===== config.mk =====
export PLATFORM = sky130hd
export DESIGN_NAME = tcw_ctrl
export DESIGN_NICKNAME = d
export VERILOG_FILES = /design/src/sv/tcw_pkg.sv /design/src/sv/tcw_ctrl.sv
export VERILOG_INCLUDE_DIRS = /design/src /design/src/sv
export SDC_FILE = /design/constraint.sdc
export NUM_CORES = 1
export LEC_CHECK = 0
export ABC_AREA = 1
export BUFFER_PORTS_ARGS = -buffer_cell sky130_fd_sc_hd__buf_2
export CORE_AREA = 4 4 41 43
export DETAILED_ROUTE_END_ITERATION = 10
export DIE_AREA = 0 0 45 47
export RECOVER_POWER = 100
export SKIP_CTS_REPAIR_TIMING = 1
export SLEW_MARGIN = 20
export SYNTH_ARGS = -nofsm -noshare
export SYNTH_HDL_FRONTEND = slang
export SYNTH_SLANG_ARGS = --single-unit
export TNS_END_PERCENT = 20

===== constraint.sdc =====
create_clock -name clk -period 1.43 [get_ports clk]
set_clock_uncertainty 0.15 [all_clocks]
set_input_delay 0.143 -clock clk [delete_from_list [all_inputs] [get_ports clk]]
set_output_delay 0.143 -clock clk [all_outputs]
set_load 0.01 [all_outputs]

===== src/sv/text_console_writer_macros.svh =====
// ----------------------------------------------------------------------------
// Text console writer assertion macros
// Clocked assertion helpers, compiled out for synthesis.
// ----------------------------------------------------------------------------
`ifndef TEXT_CONSOLE_WRITER_MACROS_SVH
`define TEXT_CONSOLE_WRITER_MACROS_SVH

`ifndef SYNTHESIS

`define TCW_ASSERT_ALWAYS(label, expr, msg) \
    label: assert property (@(posedge clk) disable iff (!rst_n) (expr)) else $error(msg);

`define TCW_ASSERT_IMPLIES(label, ante, cons, msg) \
    label: assert property (@(posedge clk) disable iff (!rst_n) (ante) |-> (cons)) \
        else $error(msg);

`define TCW_ASSERT_NEXT(label, ante, cons, msg) \
    label: assert property (@(posedge clk) disable iff (!rst_n) (ante) |=> (cons)) \
        else $error(msg);

`else

`define TCW_ASSERT_ALWAYS(label, expr, msg)
`define TCW_ASSERT_IMPLIES(label, ante, cons, msg)
`define TCW_ASSERT_NEXT(label, ante, cons, msg)

`endif

`endif


===== src/sv/tcw_pkg.sv =====
// ----------------------------------------------------------------------------
// Text console writer package
// Shared widths, codes and controller/datapath interface types.
// ----------------------------------------------------------------------------
package tcw_pkg;

    localparam int DEF_COLS  = 80;
    localparam int DEF_ROWS  = 25;

    localparam int FUNC_W    = 2;
    localparam int CHAR_W    = 8;
    localparam int ATTR_W    = 8;
    localparam int COL_W     = 7;
    localparam int ROW_W     = 5;
    localparam int CFG_IDX_W = 1;
    localparam int CFG_W     = 8;
    localparam int CELL_W    = CHAR_W + ATTR_W;

    localparam logic [CFG_IDX_W-1:0] CFG_DEFAULT_ATTR = 1'b0;
    localparam logic [CFG_IDX_W-1:0] CFG_ERROR_ATTR   = 1'b1;

    localparam logic [ATTR_W-1:0] DEFAULT_ATTR_RST = 8'd15;
    localparam logic [ATTR_W-1:0] ERROR_ATTR_RST   = 8'd244;

    localparam logic [CHAR_W-1:0] CH_NEWLINE = 8'd10;
    localparam logic [CHAR_W-1:0] CH_BLANK   = 8'd32;
    localparam logic [CHAR_W-1:0] CH_ERROR   = 8'd69;

    typedef enum logic [FUNC_W-1:0] {
        FUNC_PRINT = 2'd0,
        FUNC_CLEAR = 2'd1,
        FUNC_READ  = 2'd2,
        FUNC_NONE  = 2'd3
    } func_t;

    typedef enum logic [2:0] {
        ST_IDLE,
        ST_EXEC,
        ST_READ,
        ST_SCROLL_RD,
        ST_SCROLL_WR,
        ST_FILL,
        ST_CLEAR
    } state_t;

    typedef enum logic [2:0] {
        MEM_NONE,
        MEM_CHAR,
        MEM_ERR,
        MEM_RD_CELL,
        MEM_RD_SWEEP,
        MEM_WR_COPY,
        MEM_WR_ZERO,
        MEM_WR_BLANK
    } mem_op_t;

    typedef enum logic [2:0] {
        IDX_HOLD,
        IDX_ZERO,
        IDX_SET_COPY,
        IDX_SET_FILL,
        IDX_INC
    } idx_op_t;

    typedef struct packed {
        logic    load;
        mem_op_t mem_op;
        idx_op_t idx_op;
        logic    upd_cursor;
        logic    home;
        logic    emit;
        logic    emit_err;
        logic    emit_read;
        logic    emit_scr;
    } ctrl_cmd_t;

    typedef struct packed {
        func_t func;
        logic  bad;
        logic  newline;
        logic  need_scroll;
        logic  sweep_last;
    } dp_status_t;

endpackage


===== src/sv/tcw_ctrl.sv =====
// ----------------------------------------------------------------------------
// Text console writer controller
// Sequences prints, reads, scroll copies and clear sweeps over the datapath.
// ----------------------------------------------------------------------------
`include "text_console_writer_macros.svh"

module tcw_ctrl (
    input  logic                   clk,
    input  logic                   rst_n,
    input  logic                   start,
    output logic                   busy,
    input  tcw_pkg::dp_status_t    status,
    output tcw_pkg::ctrl_cmd_t     cmd
);
    import tcw_pkg::*;

    state_t state_reg;
    state_t state_next;

    always_ff @(posedge clk or negedge rst_n)
    begin
        if (!rst_n)
        begin
            state_reg <= ST_IDLE;
        end
        else
        begin
            state_reg <= state_next;
        end
    end

    always_comb
    begin
        state_next = state_reg;
        cmd        = '0;
        unique case (state_reg)
            ST_IDLE:
            begin
                if (start)
                begin
                    cmd.load   = 1'b1;
                    state_next = ST_EXEC;
                end
            end
            ST_EXEC:
            begin
                unique case (status.func)
                    FUNC_PRINT:
                    begin
                        if (status.bad)
                        begin
                            cmd.mem_op   = MEM_ERR;
                            cmd.emit     = 1'b1;
                            cmd.emit_err = 1'b1;
                            state_next   = ST_IDLE;
                        end
                        else
                        begin
                            cmd.mem_op     = status.newline ? MEM_NONE : MEM_CHAR;
                            cmd.upd_cursor = 1'b1;
                            if (status.need_scroll)
                            begin
                                cmd.idx_op = IDX_SET_COPY;
                                state_next = ST_SCROLL_RD;
                            end
                            else
                            begin
                                cmd.emit   = 1'b1;
                                state_next = ST_IDLE;
                            end
                        end
                    end
                    FUNC_CLEAR:
                    begin
                        cmd.idx_op = IDX_ZERO;
                        state_next = ST_CLEAR;
                    end
                    FUNC_READ:
                    begin
                        if (status.bad)
                        begin
                            cmd.emit     = 1'b1;
                            cmd.emit_err = 1'b1;
                            state_next   = ST_IDLE;
                        end
                        else
                        begin
                            cmd.mem_op = MEM_RD_CELL;
                            state_next = ST_READ;
                        end
                    end
                    FUNC_NONE:
                    begin
                        cmd.emit   = 1'b1;
                        state_next = ST_IDLE;
                    end
                    default:
                    begin
                        state_next = ST_IDLE;
                    end
                endcase
            end
            ST_READ:
            begin
                cmd.emit      = 1'b1;
                cmd.emit_read = 1'b1;
                state_next    = ST_IDLE;
            end
            ST_SCROLL_RD:
            begin
                cmd.mem_op = MEM_RD_SWEEP;
                state_next = ST_SCROLL_WR;
            end
            ST_SCROLL_WR:
            begin
                cmd.mem_op = MEM_WR_COPY;
                if (status.sweep_last)
                begin
                    cmd.idx_op = IDX_SET_FILL;
                    state_next = ST_FILL;
                end
                else
                begin
                    cmd.idx_op = IDX_INC;
                    state_next = ST_SCROLL_RD;
                end
            end
            ST_FILL:
            begin
                cmd.mem_op = MEM_WR_ZERO;
                if (status.sweep_last)
                begin
                    cmd.emit     = 1'b1;
                    cmd.emit_scr = 1'b1;
                    state_next   = ST_IDLE;
                end
                else
                begin
                    cmd.idx_op = IDX_INC;
                end
            end
            ST_CLEAR:
            begin
                cmd.mem_op = MEM_WR_BLANK;
                if (status.sweep_last)
                begin
                    cmd.home   = 1'b1;
                    cmd.emit   = 1'b1;
                    state_next = ST_IDLE;
                end
                else
                begin
                    cmd.idx_op = IDX_INC;
                end
            end
            default:
            begin
                state_next = ST_IDLE;
            end
        endcase
    end

    assign busy = (state_reg != ST_IDLE);

    `TCW_ASSERT_NEXT(a_emit_returns_idle, cmd.emit, state_reg == ST_IDLE, "emit not followed by idle")
    `TCW_ASSERT_IMPLIES(a_copy_after_read, state_reg == ST_SCROLL_WR, $past(state_reg) == ST_SCROLL_RD, "copy write without read")
    `TCW_ASSERT_IMPLIES(a_idle_no_store_op, !busy, cmd.mem_op == MEM_NONE && !cmd.emit, "store op while idle")
    `TCW_ASSERT_IMPLIES(a_scroll_flag_on_fill, cmd.emit_scr, state_reg == ST_FILL && status.sweep_last, "scroll flag outside fill end")

endmodule


After elaboration in Yosys (flattened, before gate mapping)
Index checks and enable logic that the tools add are counted.
Storage, ports and cells
  register bits after elaboration: 3
  logic and storage cells: 53
Operators by class
  equality and inequality tests: 11
  multiplexer cells: 36
  reduce and logical (&&, ||, !) cells: 5
Operator list (count)
  case mux 3 bit (5 select lines): 2
  two-way mux 3 bit: 7
  two-way mux 2 bit: 7
  two-way mux 1 bit: 13
  case mux 3 bit (2 select lines): 2
  case mux 3 bit (4 select lines): 1
  == test 3 bit (second input constant): 3
  case mux 3 bit (3 select lines): 1
  == test 3 x 2 -> 1 bit (second input constant): 2
  == test 2 bit (second input constant): 2
  case mux 1 bit (4 select lines): 1
  == test 3 x 1 -> 1 bit (second input constant): 1
  zero test 3 bit: 1
  case mux 1 bit (3 select lines): 1
  nonzero test 3 bit: 1
  == test 2 x 1 -> 1 bit (second input constant): 1
  zero test 2 bit: 1
  != test 2 x 1 -> 1 bit (second input constant): 1
  != test 2 bit (second input constant): 1
  case mux 1 bit (2 select lines): 1
  AND reduction 2 bit: 1
  OR reduction 2 bit: 1

Depth between registers and ports, before layout
  depth in word-level cells: 4
  depth in mapped cells: 7
  mapped depth without buffers: 7

Worst setup path after synthesis
OpenSTA, ideal clock, no wires.
  kind: flip-flop to output port
  start: reg state_reg[1]
  end: out cmd[2] (netlist name)
  data arrival time: 1060 ps
  data required time: 1137 ps
  setup slack: 77 ps
  stages on the path, launching flop included: 6
  buffers on the path: 0
  cell sequence: dfrtp_1 -> inv_1 -> nand2_1 -> nor2_4 -> inv_1 -> nor3_1
RTL lines
  from (decl): line tcw_ctrl.sv:17  | state_t state_reg;
  from (signal assigned): line tcw_ctrl.sv:28  | state_reg <= state_next;
  to (decl): line tcw_ctrl.sv:13  | output tcw_pkg::ctrl_cmd_t cmd

==> impl_summary.txt <==
----------------------------------------------------
[Timing]
  Share of the cycle needed by the critical path after routing ... 116%
  Slew Limit Fails ... 0
  Worst path setup slack after routing ... -232 ps
  Final setup fails ... 11
  Worst relative slew slack ... 79.7%
  Number of hold-slack violations in the final timing report ... 0
  Post-layout minimum cycle time ... 1660 ps
  Final hold slack ... 91.6 ps
  Total negative setup slack ... -1360 ps
  Unrepaired setup endpoints after global routing ... yes
  Fmax ... 602 MHz
  Slew at the pin closest to its max-slew limit ... 301 ps

[Clocking]
  H-Tree Depth ... 1
  Clock Sink Count ... 3
  Library cell used as clock root buffer ... sky130_fd_sc_hd__clkbuf_4
  Total clock buffers created by CTS ... 3
  CTS tree ... built
  Clock-pin slew of the registers on the worst-case setup and hold paths ... 40 ps
  Clock latency of the later-clocked register in the worst-skew pair ... 230 ps
  Max Root-Sink Buffers ... 2

[Synthesis]
  Post-synth top area share ... 24.5%
  Count of mapped cells out of synthesis ... 66
  Post-synth EDFFs ... 0
  Seq/Total Area, Yosys ... 20.4%
  Synthesized-area fraction occupied by adder cells ... 0%
  Cell types with the highest counts after synthesis ... 24 x sky130_fd_sc_hd__nand2_1, 10 x sky130_fd_sc_hd__nand3_1, 9 x sky130_fd_sc_hd__inv_1
  Count of yosys warnings during synthesis ... 0
  Net count of the mapped netlist ... 75
  Flip-flop cell with the highest count after synthesis ... sky130_fd_sc_hd__dfrtp_1
  Dominant combinational cell family by area after synthesis ... simple AND/OR/NAND/NOR gates
  Mux cell area share after synthesis ... 0%
  Synth area leaders ... sky130_fd_sc_hd__nand2_1 24%, sky130_fd_sc_hd__dfrtp_1 20%, sky130_fd_sc_hd__nand3_1 14%
  Per-instance average area after synthesis ... 5.57 µm²
  Number of distinct standard cells referenced by the synthesized netlist ... 16
  Netlist area before placement ... 368 µm²
  Cell type with the highest aggregate area in the netlist ... sky130_fd_sc_hd__nand2_1
  XOR/XNOR share of the synthesized area ... 0%
  Synthesis-stage register bit count ... 3
  Async S/R FF share, synth ... 100%
  Simple-gate share of the synthesized area ... 59.9%
  Most instantiated library cell after synthesis ... sky130_fd_sc_hd__nand2_1
  Compound-cell area share of the yosys netlist ... 7.82%

[Floorplanning]
  Die H ... 47 µm
  Core area ... 1300 µm²
  X dimension of the die ... 45 µm
  I/O pin count ... 23
  Effective utilization at floorplan ... 28.3%
  Die area ... 2120 µm²
  Number of cell rows ... 13

[Detailed routing]
  Post-DR wirelength/cell ... 10.4 µm
  Wire length reported by the detailed router ... 1180 µm
  Remaining antenna violation count after routing ... 0
  Number of DRC violations after detailed routing ... 0
  Via-to-Cell Ratio ... 4.69
  Total number of vias ... 530
  Number of iterations in the first detailed-routing pass ... 3
  Iteration-0 DRC Markers ... 6

[Setup path]
  Launch instance of the worst register-to-register path ... state_reg[1]$_DFFE_PN0P_
  Worst EP required ... 1140 ps
  Worst EP arrival ... 1370 ps
  Depth of the most critical reg-to-reg path ... 6
  Flop-to-flop setup slack ... 190 ps
  Crit. End Element ... output pin
  End of the worst register-to-register path ... state_reg[0]$_DFFE_PN0P_
  Worst-path maximum fanout ... 4
  Worst setup path category ... flop to output pin
  Kind of launch point of the worst setup path ... flop
  Launch point of the worst path ... state_reg[1]$_DFFE_PN0P_

[Place]
  Half-perimeter wire length of the detailed placement result ... 886 µm
  Setup Slack @ Placement ... 22.7 ps
  I/O Buffers ... 22
  Gp weighted congestion ... 0.806

[Layout]
  Largest register FFs ... 3
  Number of filler cells placed in the layout ... 154
  Fraction of final layout cells sized beyond drive strength 1 ... 48.0%
  Layout Area Growth over Synthesis ... 65.6%
  Diode count ... 0
  Fin nets ... 108

[Run]
  Total of max-cap violations ... 0

[Global routing]
  Global router's overall resource usage ... 11.2%
  Wire length of the first global-routing pass ... 1750 µm
  Number of global-route vias before repair ... 468
  Largest net degree at the start of global routing ... 8
  Final global-route overflow total ... 0
  Initial antenna violation count ... 0

[Hold path]
  Path type of the worst min-delay path ... input pin to asynchronous set/reset pin

[Power]
  Power density relative to cell area ... 1960 nW/µm²
  Peak ir drop on the vdd network ... 0.743 mV
  Pleak ... 0.361 nW

[Status]
  Result of the run ... complete, but fails checks
  Failing checks ... negative setup slack

----------------------------------------------------
==> routing by layer <==
layer | track usage, % | vias up | part of all wire, %
met4 | 5.26 | 0 | 1.6
met3 | 3.45 | 2 | 6.8
li1 | - | 276 | -
met1 | 12.6 | 238 | 41
met5 | 0 | - | 0
met2 | 19.5 | 14 | 51
==> worst max path at each step <==
stage,end
5_1_grt,cmd[10]
3_3_place_gp,cmd[2]
4_1_cts,cmd[5]
2_1_floorplan,cmd[2]
3_5_place_dp,cmd[5]
6_report,cmd[10]
==> cell type report <==
cell class / count / area [µm²] / area share (%)
flip-flops and latches: 3 / 77.6 / 12.7
repair buffers: 28 / 156 / 25.7
clock buffers: 4 / 26.3 / 4.31
inverters: 11 / 43.8 / 7.19
multi-input cells: 52 / 287 / 47.0
well taps: 15 / 18.8 / 3.08
==> kinds of logic (layout without fill, tap and decap cells) <==
group / Yosys count / in the layout
and+or+nand+nor: 47 / 47
AOI/OAI and AO/OA: 5 / 5
DFF: 3 / 3
buffers and inverters: 11 / 43
==> cell usage in the layout, fill, tap and decap left out <==
cell type | netlist | routed
sky130_fd_sc_hd__nand2_1 | 24 | 21
sky130_fd_sc_hd__inv_1 | 9 | 7
sky130_fd_sc_hd__clkbuf_4 | 0 | 3
sky130_fd_sc_hd__nor2_4 | 2 | 2
sky130_fd_sc_hd__nand2_2 | 1 | 3
sky130_fd_sc_hd__nor3_2 | 0 | 2
sky130_fd_sc_hd__nor2_1 | 5 | 5
sky130_fd_sc_hd__nand3_2 | 1 | 2
sky130_fd_sc_hd__o21bai_1 | 1 | 1
sky130_fd_sc_hd__nand3_1 | 10 | 9
sky130_fd_sc_hd__nand4_1 | 2 | 2
sky130_fd_sc_hd__o21ai_0 | 1 | 1
sky130_fd_sc_hd__dfrtp_2 | 0 | 2
sky130_fd_sc_hd__dlygate4sd3_1 | 0 | 1
sky130_fd_sc_hd__dfrtp_1 | 3 | 1
sky130_fd_sc_hd__clkbuf_1 | 0 | 2
sky130_fd_sc_hd__inv_4 | 1 | 1
sky130_fd_sc_hd__buf_2 | 0 | 21
sky130_fd_sc_hd__o22ai_2 | 0 | 1
sky130_fd_sc_hd__buf_4 | 0 | 5
sky130_fd_sc_hd__a21oi_1 | 2 | 1
sky130_fd_sc_hd__a21oi_2 | 0 | 1
sky130_fd_sc_hd__inv_2 | 1 | 3
sky130_fd_sc_hd__nand2_4 | 0 | 1
==> power breakdown <==
part | total (mW) | switching, mW | leakage, nW | internal (mW)
Sequential | 0.198 | 0.0673 | 0.0358 | 0.131
Combinational | 0.848 | 0.488 | 0.310 | 0.360
Clock | 0.150 | 0.0457 | 0.0150 | 0.105
Total | 1.20 | 0.601 | 0.361 | 0.596
==> stage by stage <==
| step | total power, mW | instance area [µm²] | cells | utilization (%) |
|---|---|---|---|---|
| floorplan | 0.631 | 368 | 66 | - |
| detailed placement | 0.915 | 519 | 106 | 39.9 |
| finish | 1.20 | 609 | 113 | 46.8 |
| CTS | 1.07 | 546 | 110 | 41.9 |
| global placement | 0.916 | 519 | 106 | 39.9 |
| global route | 1.32 | 609 | 113 | 46.8 |
==> worst max-delay path: stages, from the launching register on <==
cell,delay (ps)
sky130_fd_sc_hd__dfrtp_1,410
sky130_fd_sc_hd__buf_4,160
sky130_fd_sc_hd__buf_4,130
sky130_fd_sc_hd__nand2_1,90
sky130_fd_sc_hd__a21oi_2,60
sky130_fd_sc_hd__o21bai_1,150
sky130_fd_sc_hd__buf_2,140
(Power assumes the default switching activity.)
